## src/design/dfl_pkg.sv

```systemverilog
`timescale 1ns / 1ps
// shared types, constants and helpers for the dated rate floor lookup
package dfl_pkg;

  // table geometry
  localparam int TABLE_DEPTH = 4096;
  localparam int ADDR_W      = $clog2(TABLE_DEPTH);
  localparam int CNT_W       = $clog2(TABLE_DEPTH + 1);

  // command queue between front and back
  localparam int QUEUE_DEPTH = 2;
  localparam int QPTR_W      = (QUEUE_DEPTH > 1) ? $clog2(QUEUE_DEPTH) : 1;
  localparam int QCNT_W      = $clog2(QUEUE_DEPTH + 1);

  // field widths
  localparam int DATE_W   = 23;
  localparam int RATE_W   = 40;
  localparam int AMOUNT_W = 28;
  localparam int LIMIT_W  = 27;
  localparam int PROD_W   = 51;

  // amount limit after reset, 1000.0 in Q.16
  localparam logic [LIMIT_W-1:0] AMOUNT_LIMIT_RESET = 27'd65536000;

  // reciprocal of 100 scaled by 2^16, rounded down so the quotient never overshoots
  localparam logic [9:0] DIV100_RECIP = 10'd655;

  typedef enum logic [2:0] {
    ST_OK        = 3'd0,
    ST_BAD_DATE  = 3'd1,
    ST_NEGATIVE  = 3'd2,
    ST_TOO_LARGE = 3'd3,
    ST_NO_DATA   = 3'd4,
    ST_FULL      = 3'd5
  } status_t;

  typedef enum logic {
    OP_LOAD  = 1'b0,
    OP_QUERY = 1'b1
  } opcode_t;

  // one classified item handed from front to back
  typedef struct packed {
    opcode_t                op;
    status_t                pre_status;
    logic [DATE_W-1:0]      date;
    logic [LIMIT_W-1:0]     amount;
    logic [RATE_W-1:0]      rate;
  } cmd_t;

  // days in a month, for months 1 to 12
  function automatic logic [4:0] month_len(input logic [3:0] m, input logic leap);
    logic [4:0] len;
    case (m) inside
      4'd2:                   len = leap ? 5'd29 : 5'd28;
      4'd4, 4'd6, 4'd9, 4'd11: len = 5'd30;
      default:                len = 5'd31;
    endcase
    return len;
  endfunction

endpackage

```

## src/design/dfl_queue.sv

```systemverilog
`timescale 1ns / 1ps
// short command queue between front and back
module dfl_queue (
  input  logic           clk,
  input  logic           rst_n,
  input  logic           push,
  input  dfl_pkg::cmd_t  push_cmd,
  output logic           full,
  input  logic           pop,
  output dfl_pkg::cmd_t  pop_cmd,
  output logic           empty
);

  dfl_pkg::cmd_t                entries [dfl_pkg::QUEUE_DEPTH];
  logic [dfl_pkg::QPTR_W-1:0]   wr_ptr_r;
  logic [dfl_pkg::QPTR_W-1:0]   rd_ptr_r;
  logic [dfl_pkg::QCNT_W-1:0]   count_r;
  logic                         do_push;
  logic                         do_pop;

  assign full    = (count_r == dfl_pkg::QCNT_W'(dfl_pkg::QUEUE_DEPTH));
  assign empty   = (count_r == '0);
  assign do_push = push && !full;
  assign do_pop  = pop && !empty;
  assign pop_cmd = entries[rd_ptr_r];

  // pointer wrap
  function automatic logic [dfl_pkg::QPTR_W-1:0] bump(input logic [dfl_pkg::QPTR_W-1:0] p);
    logic [dfl_pkg::QPTR_W-1:0] n;
    if (p == dfl_pkg::QPTR_W'(dfl_pkg::QUEUE_DEPTH - 1)) begin
      n = '0;
    end else begin
      n = dfl_pkg::QPTR_W'(p + 1'b1);
    end
    return n;
  endfunction

  // storage
  always_ff @(posedge clk) begin
    if (do_push) begin
      entries[wr_ptr_r] <= push_cmd;
    end
  end

  // pointers and fill level
  always_ff @(posedge clk) begin
    if (!rst_n) begin
      wr_ptr_r <= '0;
      rd_ptr_r <= '0;
      count_r  <= '0;
    end else begin
      if (do_push) begin
        wr_ptr_r <= bump(wr_ptr_r);
      end
      if (do_pop) begin
        rd_ptr_r <= bump(rd_ptr_r);
      end
      if (do_push && !do_pop) begin
        count_r <= dfl_pkg::QCNT_W'(count_r + 1'b1);
      end else if (do_pop && !do_push) begin
        count_r <= dfl_pkg::QCNT_W'(count_r - 1'b1);
      end
    end
  end

endmodule

```

## config.mk

```make
export PLATFORM = sky130hd
export DESIGN_NAME = dfl_queue
export DESIGN_NICKNAME = d
export VERILOG_FILES = /design/src/design/dfl_pkg.sv /design/src/design/dfl_queue.sv
export SDC_FILE = /design/constraint.sdc
export NUM_CORES = 1
export LEC_CHECK = 0
export ABC_CLOCK_PERIOD_IN_PS = 11480
export BUFFER_PORTS_ARGS = -buffer_cell sky130_fd_sc_hd__buf_2
export CORE_ASPECT_RATIO = 2
export CORE_UTILIZATION = 56
export DETAILED_ROUTE_END_ITERATION = 10
export PLACE_DENSITY_LB_ADDON = 0.15
export SLEW_MARGIN = 20
export SYNTH_ARGS = -nofsm -noshare
export SYNTH_HDL_FRONTEND = slang
export SYNTH_SLANG_ARGS = --single-unit
```

## constraint.sdc

```tcl
create_clock -name clk -period 11.48 [get_ports clk]
set_input_delay 0.574 -clock clk [delete_from_list [all_inputs] [get_ports clk]]
set_output_delay 0.574 -clock clk [all_outputs]
set_load 0.05 [all_outputs]
```

==> metrics list <==
- Worst path required time: 10.91 ns
* Maximum number of pins on one net before global-route repair: between 50 and 60
* Pins Over Slew Limit: 0
- CP peak stage delay: between 0.7 and 0.8 ns
- The worst path in the final design needs a cycle of around 3 ns, including I/O delays and setup.
- The first routing iteration left between 100 and 150 violations.
* Number of nets at the end of the flow: 622
- Launch instance of the worst register-to-register path: count_r[0]$_SDFFE_PN0P_
- The share of the Yosys chip area taken by registers is between 80 and 90%.
- Of the total synthesized cell area, the portion taken by AND, OR, NAND and NOR gates is less than 1%.
- Count of unique library cells instantiated by Yosys: 23
* Quantity of gates resized following cts: 0
- Worst hold path class: primary input to flip-flop
* Slew at the pin closest to its max-slew limit: around 0.70 ns
* Most common cell after layout, fill and taps aside: sky130_fd_sc_hd__buf_2
- In the final routed layout, each cell accounts on average for roughly 18 um.
- Summed over all cells, the static leakage comes to around 3.3 nW.
* Number of cells in the design after placement: 651
- Source-to-sink clock delay at the later pin of the worst-skew pair: roughly 0.4 ns
* Clock tree buffer depth: 2
* Combinational family with the most area after synthesis: multiplexers
- For this design, the CTS-stage hold fixing added 0 buffers.
* Number of routed nets with antenna violations: 0
- The worst setup path is of the flip-flop to output port kind.
- Global routing used roughly 20% of the available tracks across all layers.
- Vias in the first global route: 3878
* CTS HTree Levels: 4
- Detailed-routing iteration count for the pre-antenna-repair pass: 4
* Crit path max-delay cell type: sky130_fd_sc_hd__dfxtp_4
* Row count: between 50 and 60
- Effective utilization at floorplan: between 50 and 60%
* Maximum Capacitance Violations: 0
* Nature of the critical path endpoint: output port
- The startpoint identified for the worst hold timing path is push_cmd[89].
- Data on the critical path arrives at its endpoint at ~2.4 ns.
* DRT Wirelength: 12.4 mm
- Clock-pin slew was measured on the worst setup and hold paths at 0.07 ns.
- Multiplexer share of the synthesized area: 15.1%
* Depth of the worst register-to-register path: 5
- Total via count after detailed routing: roughly 3600
- Switching share of power: 38.7%
* Half-perimeter wire length of the detailed placement result: ~8.5 mm
* Number of endpoints with negative hold slack in the final report: 0
- Leaving out fill and tap cells, the most frequent cells in the layout are 193 x sky130_fd_sc_hd__buf_2, 188 x sky130_fd_sc_hd__edfxtp_1, 60 x sky130_fd_sc_hd__mux2_1, 34 x sky130_fd_sc_hd__mux2_2, 17 x sky130_fd_sc_hd__clkbuf_16.
- Routability-driven placement finished with a final weighted congestion of about 0.74.
- Setup skew after layout: 0.0109 ns
- P_int: between 0.001 and 0.0015 W
- Synthesized-area fraction occupied by ao, oa, aoi and oai cells: less than 1%
- Setup repair after global routing missed its margin: false
- Antenna violations before repair: 5
- TritonCTS built the clock tree.
- Standard cell core area: ~0.012 mm2
- In the routed design, unresolved DRC markers number 0.
- The first global-routing pass estimated approximately 18 mm of wire.
* Flops & latches, synth: ~190
* Result of the run: finished clean
- CTS placed an instance of sky130_fd_sc_hd__clkbuf_16 at the clock tree root.
- In this run the biggest area consumer among cell types represents about four fifths of the synthesized area.
* Peak supply drop: 0.182 mV
- Sequential share of power: 41.8%
* Endpoint of the lowest-slack register-to-register path: entries[0][85]$_DFFE_PP_
- In this run the tightest slew margin relative to its limit is 53.5%.
- Width of the die: between 80 and 90 um
- Mapped Nets: around 420
- Counting instances, the worst hold path has a depth of 1.
- The mapped netlist covers about 0.007 mm2.
- After detailed routing, the number of vias per cell comes to 5.24.
- In this run the mean area of a mapped cell was 22.2 um2.
* Total power density per cell area: 256 mW/mm2
- In the post-synthesis netlist, the biggest area contributors are sky130_fd_sc_hd__edfxtp_1 80%, sky130_fd_sc_hd__mux2_1 9.6%, sky130_fd_sc_hd__mux2_2 5.4%.
* Die height: 160 um
* TritonCTS buffer count: 17
* Sum of overflow across all layers after global routing: 0
- After routing, the total negative slack on setup checks comes to 0 ns.
- Cell accounting for the most synthesized area: sky130_fd_sc_hd__edfxtp_1
- STA classifies the critical path startpoint as a flip-flop.
* Area Overhead vs Synth: 23.7%
- After clock tree synthesis, the setup repair step added 0 buffers.
* Worst-path maximum fanout: 51
- Fraction of final layout cells sized beyond drive strength 1: between 40% and 50%
- Comb pwr share: 34.0%
- After the flow finishes, the layout carries non-filler instances totaling between 600 and 700.
- Synth warn: 0
- CTS sink count: approximately 190
- The synthesized netlist devotes less than 1% of its cell area to XOR and XNOR gates.
- Per report_power, the clock group accounts for 24.3% of the total.
- Ports: 194
- Counting the fill cells in the layout gives between 800 and 900.
- Cells after Synth: 317
- Register-to-register setup slack: between 9 and 10 ns
- Endpoint, Worst Hold: entries[0][89]$_DFFE_PP_
* Total net switching power: between 0.0008 and 0.0009 W
- Maximum achievable frequency: between 300 and 400 MHz
* Setup violators final: 0
- Count of input and output buffers: between 150 and 200
- The final critical path takes up between 20% and 30% of the cycle.
- The synthesized netlist devotes less than 1% of its cell area to adder and majority cells.
- The floorplan step defined a die boundary enclosing between 0.01 and 0.015 mm2.
* Critical-path cell list: buf_4 > mux2_2 > buf_2
flip-flops by register name, indices dropped and copies added, names as in the netlist, named ones only:
register,cells
wr_ptr_r,1
count_r,2
entries,188
rd_ptr_r,1
power groups by stage:
stage	Sequential (W)	Combinational (W)	Clock [W]
floorplan	0.000926	0.000630	0
global placement	0.000941	0.000756	0
detailed placement	0.000947	0.000764	0
CTS	0.000932	0.000766	0.000549
global route	0.000941	0.000792	0.000575
finish	0.000929	0.000756	0.000540
worst max-delay path: cells and delay by family (launching register included):
kind,cells,cell delay (ns)
multiplexers,1,0.41
flip-flops,1,0.72
buffers and inverters,2,0.84
area by class of cell:
cell class	count	area (um2)	area share (%)
repair buffers	197	996	11.5
clock buffers	18	429	4.94
well taps	147	184	2.12
clock inverters	14	123	1.41
diodes	3	7.51	0.0864
flip-flops and latches	193	5750	66.1
multi-input cells	112	1200	13.8
inverters	2	7.51	0.0864
worst max-delay path by stage:
| stage | startpoint | endpoint | slack (ns) | cells after the start |
|---|---|---|---|---|
| floorplan | count_r[0]$_SDFFE_PN0P_ | entries[0][0]$_DFFE_PP_ | 6.61 | 3 |
| global placement | flip-flop | pop_cmd[20] | 8.85 | 3 |
| detailed placement | flip-flop | pop_cmd[20] | 8.82 | 3 |
| CTS | flip-flop | pop_cmd[20] | 8.38 | 3 |
| global route | flip-flop | pop_cmd[78] | 8.31 | 3 |
| finish | flip-flop | pop_cmd[92] | 8.46 | 3 |
Yosys cell counts:
cell                       count
sky130_fd_sc_hd__o21a_1        1
sky130_fd_sc_hd__xor2_1        1
sky130_fd_sc_hd__inv_1         1
sky130_fd_sc_hd__mux2_1       60
sky130_fd_sc_hd__and3_1        1
sky130_fd_sc_hd__buf_4         1
sky130_fd_sc_hd__a21boi_0      1
sky130_fd_sc_hd__dfxtp_1       5
sky130_fd_sc_hd__nor2_1        2
sky130_fd_sc_hd__and2_1        3
sky130_fd_sc_hd__a21boi_1      1
sky130_fd_sc_hd__o21ai_0       1
sky130_fd_sc_hd__edfxtp_1    188
sky130_fd_sc_hd__buf_6         6
sky130_fd_sc_hd__inv_2         1
sky130_fd_sc_hd__nor3_2        1
sky130_fd_sc_hd__xnor2_1       2
sky130_fd_sc_hd__nand2b_1      1
sky130_fd_sc_hd__ha_1          1
sky130_fd_sc_hd__buf_2         3
sky130_fd_sc_hd__o21ai_1       1
sky130_fd_sc_hd__or3_1         1
sky130_fd_sc_hd__mux2_2       34
routing by layer:
layer	GRT usage (%)	vias to the layer above	share of wire, %
met4	11.7	4	3.9
met1	19.6	1748	34
met5	0	-	0.24
li1	-	1672	-
met3	5.74	30	5.2
met2	35.5	138	57
cells by family after synthesis:
| group | count (synthesis) |
|---|---|
| xor gates and xnor gates | 3 |
| muxes | 94 |
| adders and majority gates | 1 |
| and+or+nand+nor | 9 |
| buffers and inverters | 12 |
| DFF | 193 |
| AOI/OAI and AO/OA | 5 |
through the flow:
stage	setup slack, ns	power [W]	utilization [%]	hold WS [ns]	area, um2
6_report	8.46	0.00223	71.3	0.340	8690
3_3_place_gp	8.85	0.00170	66.7	0.504	8130
2_1_floorplan	6.61	0.00156	-	0.483	7030
3_5_place_dp	8.82	0.00171	66.7	0.511	8130
5_1_grt	8.31	0.00231	71.3	0.324	8690
4_1_cts	8.38	0.00225	71.2	0.329	8680
Note: power is estimated with default switching activity, not from simulation.
