### src/design/dfl_pkg.sv
`timescale 1ns / 1ps
// shared types, constants and helpers for the dated rate floor lookup
package dfl_pkg;

  // table geometry
  localparam int TABLE_DEPTH = 4096;
  localparam int ADDR_W      = $clog2(TABLE_DEPTH);
  localparam int CNT_W       = $clog2(TABLE_DEPTH + 1);

  // command queue between front and back
  localparam int QUEUE_DEPTH = 2;
  localparam int QPTR_W      = (QUEUE_DEPTH > 1) ? $clog2(QUEUE_DEPTH) : 1;
  localparam int QCNT_W      = $clog2(QUEUE_DEPTH + 1);

  // field widths
  localparam int DATE_W   = 23;
  localparam int RATE_W   = 40;
  localparam int AMOUNT_W = 28;
  localparam int LIMIT_W  = 27;
  localparam int PROD_W   = 51;

  // amount limit after reset, 1000.0 in Q.16
  localparam logic [LIMIT_W-1:0] AMOUNT_LIMIT_RESET = 27'd65536000;

  // reciprocal of 100 scaled by 2^16, rounded down so the quotient never overshoots
  localparam logic [9:0] DIV100_RECIP = 10'd655;

  typedef enum logic [2:0] {
    ST_OK        = 3'd0,
    ST_BAD_DATE  = 3'd1,
    ST_NEGATIVE  = 3'd2,
    ST_TOO_LARGE = 3'd3,
    ST_NO_DATA   = 3'd4,
    ST_FULL      = 3'd5
  } status_t;

  typedef enum logic {
    OP_LOAD  = 1'b0,
    OP_QUERY = 1'b1
  } opcode_t;

  // one classified item handed from front to back
  typedef struct packed {
    opcode_t                op;
    status_t                pre_status;
    logic [DATE_W-1:0]      date;
    logic [LIMIT_W-1:0]     amount;
    logic [RATE_W-1:0]      rate;
  } cmd_t;

  // days in a month, for months 1 to 12
  function automatic logic [4:0] month_len(input logic [3:0] m, input logic leap);
    logic [4:0] len;
    case (m) inside
      4'd2:                   len = leap ? 5'd29 : 5'd28;
      4'd4, 4'd6, 4'd9, 4'd11: len = 5'd30;
      default:                len = 5'd31;
    endcase
    return len;
  endfunction

endpackage

### src/design/dfl_front.sv
`timescale 1ns / 1ps
// front end: takes items, checks the date and amount, queues a command
module dfl_front (
  input  logic                          clk,
  input  logic                          rst_n,
  input  logic                          start,
  output logic                          busy,
  input  logic                          in_opcode,
  input  logic signed [14:0]            in_year,
  input  logic [6:0]                    in_month,
  input  logic [6:0]                    in_day,
  input  logic signed [27:0]            in_amount,
  input  logic [39:0]                   in_entry_rate,
  input  logic                          cfg_valid,
  input  logic [dfl_pkg::LIMIT_W-1:0]   cfg_data,
  output logic                          push,
  output dfl_pkg::cmd_t                 push_cmd,
  input  logic                          q_full
);

  typedef enum logic [1:0] {
    F_IDLE,
    F_DIV,
    F_EVAL
  } fstate_t;

  fstate_t                        state_r;
  logic                           op_r;
  logic [14:0]                    year_r;
  logic [6:0]                     month_r;
  logic [6:0]                     day_r;
  logic [27:0]                    amount_r;
  logic [39:0]                    rate_r;
  logic [7:0]                     q_r;
  logic [dfl_pkg::LIMIT_W-1:0]    amount_limit_r;

  logic [23:0]                    q_prod;
  logic [13:0]                    q_times;
  logic [13:0]                    diff;
  logic [7:0]                     r_raw;
  logic                           r_ge;
  logic [7:0]                     rem;
  logic [7:0]                     qc;
  logic                           leap;
  logic                           month_ok;
  logic [4:0]                     len;
  logic                           day_ok;
  logic                           date_ok;
  dfl_pkg::status_t               pre_status;

  assign busy = (state_r != F_IDLE);

  // year divided by 100, first estimate (may be one low)
  assign q_prod = 24'(year_r[13:0]) * 24'(dfl_pkg::DIV100_RECIP);

  // remainder by 100 with one correction step
  assign q_times = 14'(14'(q_r) * 14'd100);
  assign diff    = year_r[13:0] - q_times;
  assign r_raw   = diff[7:0];
  assign r_ge    = (r_raw >= 8'd100);
  assign rem     = r_ge ? 8'(r_raw - 8'd100) : r_raw;
  assign qc      = r_ge ? 8'(q_r + 8'd1) : q_r;

  // gregorian leap year and calendar checks
  assign leap     = (year_r[1:0] == 2'b00) && ((rem != 8'd0) || (qc[1:0] == 2'b00));
  assign month_ok = (month_r >= 7'd1) && (month_r <= 7'd12);
  assign len      = dfl_pkg::month_len(month_r[3:0], leap);
  assign day_ok   = (day_r != 7'd0) && (day_r <= {2'b00, len});
  assign date_ok  = !year_r[14] && month_ok && day_ok;

  // first failing check sets the status
  always_comb begin
    if (!date_ok) begin
      pre_status = dfl_pkg::ST_BAD_DATE;
    end else if (op_r == dfl_pkg::OP_QUERY && amount_r[27]) begin
      pre_status = dfl_pkg::ST_NEGATIVE;
    end else if (op_r == dfl_pkg::OP_QUERY && amount_r[26:0] > amount_limit_r) begin
      pre_status = dfl_pkg::ST_TOO_LARGE;
    end else begin
      pre_status = dfl_pkg::ST_OK;
    end
  end

  // command toward the queue
  assign push                = (state_r == F_EVAL) && !q_full;
  assign push_cmd.op         = dfl_pkg::opcode_t'(op_r);
  assign push_cmd.pre_status = pre_status;
  assign push_cmd.date       = {year_r[13:0], month_r[3:0], day_r[4:0]};
  assign push_cmd.amount     = amount_r[26:0];
  assign push_cmd.rate       = rate_r;

  // amount limit register
  always_ff @(posedge clk) begin
    if (!rst_n) begin
      amount_limit_r <= dfl_pkg::AMOUNT_LIMIT_RESET;
    end else if (cfg_valid) begin
      amount_limit_r <= cfg_data;
    end
  end

  // front sequencer
  always_ff @(posedge clk) begin
    if (!rst_n) begin
      state_r <= F_IDLE;
    end else begin
      unique case (state_r)
        F_IDLE: begin
          if (start) begin
            op_r     <= in_opcode;
            year_r   <= in_year;
            month_r  <= in_month;
            day_r    <= in_day;
            amount_r <= in_amount;
            rate_r   <= in_entry_rate;
            state_r  <= F_DIV;
          end
        end
        F_DIV: begin
          q_r     <= q_prod[23:16];
          state_r <= F_EVAL;
        end
        F_EVAL: begin
          if (!q_full) begin
            state_r <= F_IDLE;
          end
        end
        default: state_r <= F_IDLE;
      endcase
    end
  end

endmodule

### config.mk
export PLATFORM = sky130hd
export DESIGN_NAME = dfl_front
export DESIGN_NICKNAME = d
export VERILOG_FILES = /design/src/design/dfl_pkg.sv /design/src/design/dfl_front.sv
export SDC_FILE = /design/constraint.sdc
export NUM_CORES = 1
export LEC_CHECK = 0
export BUFFER_PORTS_ARGS = -buffer_cell sky130_fd_sc_hd__buf_4
export CAP_MARGIN = 20
export CORE_MARGIN = 4
export CORE_UTILIZATION = 40
export CTS_CLUSTER_DIAMETER = 200
export DETAILED_ROUTE_END_ITERATION = 6
export PLACE_DENSITY = 0.64
export SLEW_MARGIN = 20
export SYNTH_ARGS = -nofsm -noshare
export SYNTH_HDL_FRONTEND = slang
export SYNTH_SLANG_ARGS = --single-unit
### constraint.sdc
create_clock -name clk -period 15.1 [get_ports clk]
set_input_delay 0.755 -clock clk [delete_from_list [all_inputs] [get_ports clk]]
set_output_delay 0.755 -clock clk [all_outputs]
set_load 0.01 [all_outputs]
==> flow_metrics.env <==
export IMPL_synth_mux_area_frac=0.0284
export IMPL_numCtsBuffers=17
export IMPL_cp_required_ns=14.35
export IMPL_cts_max_level=4
export IMPL_dp_hpwl_mm=13.5
export IMPL_first_pass_iters=4
export IMPL_slowest_delay_ns=0.48
export IMPL_portBuffers=224
export IMPL_ioPinCount=226
export IMPL_die_w_microns=150
export IMPL_seqCellArea_sq_um=3700
export IMPL_dr_first_iter_drc_count=147
export IMPL_synth_xor_area_frac=0.0216
export IMPL_rows=51
export IMPL_clock_latency_ns=0.42
export IMPL_synthesis_nets=931
export IMPL_vdd_drop_max_mv=0.0776
export IMPL_fin_crit_ns=4.93
export IMPL_synth_area_top_cells="edfxtp_1 39%, ha_1 19%, fa_1 9.6%"
export IMPL_yosys_area_share_simple=0.0603
export IMPL_wirelength_mm=17.1
export IMPL_grt_max_degree=91
export IMPL_drv_cap=0
export IMPL_die_h_microns=150
export IMPL_hold_violations=0
export IMPL_yosysMostFrequentCell="ha_1"
export IMPL_p_leak_uw=0.00477
export IMPL_place_gp_congestion=0.789
export IMPL_synth_top_family_by_area="adder cells"
export IMPL_initial_core_util=0.412
export IMPL_postLayoutCellArea_sq_um=10300
export IMPL_post_dp_cell_area_sq_um=9720
export IMPL_synth_edf_count=104
export IMPL_dieArea_sq_um=22600
export IMPL_rsz0062_at_grt="false"
export IMPL_ys_warn_count=0
export IMPL_cts_resized=0
export IMPL_wl_per_cell_microns=15.5
export IMPL_setup_violations_final=0
export IMPL_cp_common_cell="ha_1"
export IMPL_antenna_found_initial=0
export IMPL_hold_buffers=0
export IMPL_yosysUniqueCellTypes=50
export IMPL_clkSinkCount=133
export IMPL_synth_compound_area_frac=0.0533
export IMPL_drive_above_1_share=0.315
export IMPL_max_freq_mhz=203
export IMPL_multiInputGateArea_sq_um=3650
export IMPL_cts_setup_buffers=0
export IMPL_grt_pass1_wl_mm=27.4
export IMPL_slowest_stage="edfxtp_1"
export IMPL_clk_pin_slew_ns=0.06
export IMPL_max_slew_worst_pin_slew_ns=0.897
export IMPL_synth_adder_area_share=0.285
export IMPL_clockBufferDepth=2
export IMPL_yosysTopAreaCellShare=0.386
export IMPL_synth_seq_cells=133
export IMPL_cts_root_buffer="clkbuf_16"
export IMPL_slew_headroom=0.402
export IMPL_coreArea_sq_um=19700
export IMPL_ys_flop_type="edfxtp_1"
export IMPL_crit_arrival_ns=4.18
export IMPL_clock_skew_ns=0.0125
export IMPL_area_delta_synth_final_pct=27.8
export IMPL_netlist_area_sq_um=8090
export IMPL_layout_nets=1116
export IMPL_viasPerCell=4.62
export IMPL_path_cells="ha_1 > ha_1 > ha_1 > inv_1 > ha_1 > or2_2 > o22ai_1 > xnor2_1 > mux2i_1 > mux2i_1 > o21ai_0 > ha_1 > nor2b_1 > o2111ai_1 > a21oi_1 > nor3_1 > nand2_1 > a21oi_1 > buf_4"
export IMPL_syn_area_per_cell_sq_um=12.6
export IMPL_antennaDiodeCount=0
export IMPL_worstPathMaxFanout=5
export IMPL_crit_family="adder cells"
export IMPL_n_fill_cell=1777
export IMPL_seq_area_frac_synth=0.458
export IMPL_worst_path_buf_inv=2
export IMPL_async_reset_ff_frac=0
export IMPL_vias=5099
export IMPL_powerDensity_nw_per_um2=116
export IMPL_fin_crit_sh=0.327
export IMPL_postRouteAntennaNets=0
export IMPL_synthCells=640
export IMPL_crit_type="register to output port"
export IMPL_synthTopCellsByCount="122 x ha_1, 104 x edfxtp_1, 90 x inv_1"
export IMPL_slew_viol_final=0
export IMPL_endpoint_kind="output port"
export IMPL_fin_tns_setup_ns=0
export IMPL_cts_tree="done"
export IMPL_yosysTopAreaCell="edfxtp_1"
export IMPL_drcViolationCount=0
export IMPL_hp_class="register to register"
export IMPL_gr_total_overflow=0
export IMPL_grt_pass1_vias=5403
export IMPL_grt_usage=0.158
export IMPL_startpoint_type="register"
export IMPL_outcome="complete, no violations"
-- worst min-delay path, delay by kind of cell, from the launching register on --
family,cells,cell delay (ns)
buf+inv,1,0.06
flops,1,0.29
compound gates,1,0.08
-- routing by layer --
metal,part of all wire,GRT usage,vias up
met1,0.39,0.180,2405
met2,0.50,0.271,139
met5,0,0,-
met4,0.012,0.0471,0
li1,-,-,2545
met3,0.089,0.0659,10
-- placed cells by master, fill, tap and decap left out, types with 5 or more instances in the layout --
master	instances
xnor2_1	17
clkbuf_16	17
nor2_1	7
ha_1	122
inv_1	90
nor2b_1	25
fa_1	39
nand2_1	20
mux2i_1	23
nand3_1	5
a21oi_1	15
o21ai_0	11
a21o_1	10
buf_4	224
nor3_1	5
dfxtp_1	29
edfxtp_1	104
o211ai_1	9
-- kinds of logic after synthesis --
| logic type | after synthesis |
|---|---|
| fa+ha+maj | 161 |
| buf+inv | 149 |
| flops | 133 |
| simple gates | 87 |
| compound gates | 66 |
| mux | 23 |
| xor+xnor | 20 |
| other cells | 1 |
-- power by group --
group	total, uW	leakage, uW	switching (uW)	internal (uW)
Sequential	436	0.00120	14.3	422
Combinational	323	0.00326	163	160
Clock	436	0.000301	182	254
Total	1200	0.00477	360	836
-- state kept, by name, indices dropped and copies added, names as in the netlist --
| name | flops |
|---|---|
| rate_r | 40 |
| amount_limit_r | 27 |
| amount_r | 28 |
| month_r | 7 |
| state_r | 2 |
| q_r | 6 |
| op_r | 1 |
| year_r | 15 |
| day_r | 7 |
-- final timing paths --
kind | from | to | slack [ns] | cells after the start
max | q_r[0] | push_cmd[91] | 10.17 | 19
min | amount_limit_r[19] | amount_limit_r[19] | 0.49 | 2
max reg2reg | year_r[9] | q_r[5] | 10.40 | 15
min reg2reg | amount_limit_r[19] | amount_limit_r[19] | 0.49 | 2
-- cell type report --
| type | instances | area share |
|---|---|---|
| multi-input cells | 358 | 0.353 |
| repair buffers | 225 | 0.164 |
| clock buffers | 17 | 0.0411 |
| flip-flops and latches | 133 | 0.358 |
| inverters | 90 | 0.0327 |
| well taps | 265 | 0.0320 |
| clock inverters | 15 | 0.0197 |
-- stage by stage --
stage | hold WS, ns | util | instances | total power (uW) | setup slack, ns
2_1_floorplan | 0.459 | - | 640 | 679 | 4.08
3_3_place_gp | 0.473 | 0.494 | 1071 | 769 | 10.46
3_5_place_dp | 0.475 | 0.494 | 1071 | 773 | 10.41
4_1_cts | 0.485 | 0.526 | 1103 | 1220 | 10.06
5_1_grt | 0.479 | 0.526 | 1103 | 1290 | 9.78
6_report | 0.486 | 0.526 | 1103 | 1200 | 10.17
(Power assumes the default switching activity.)
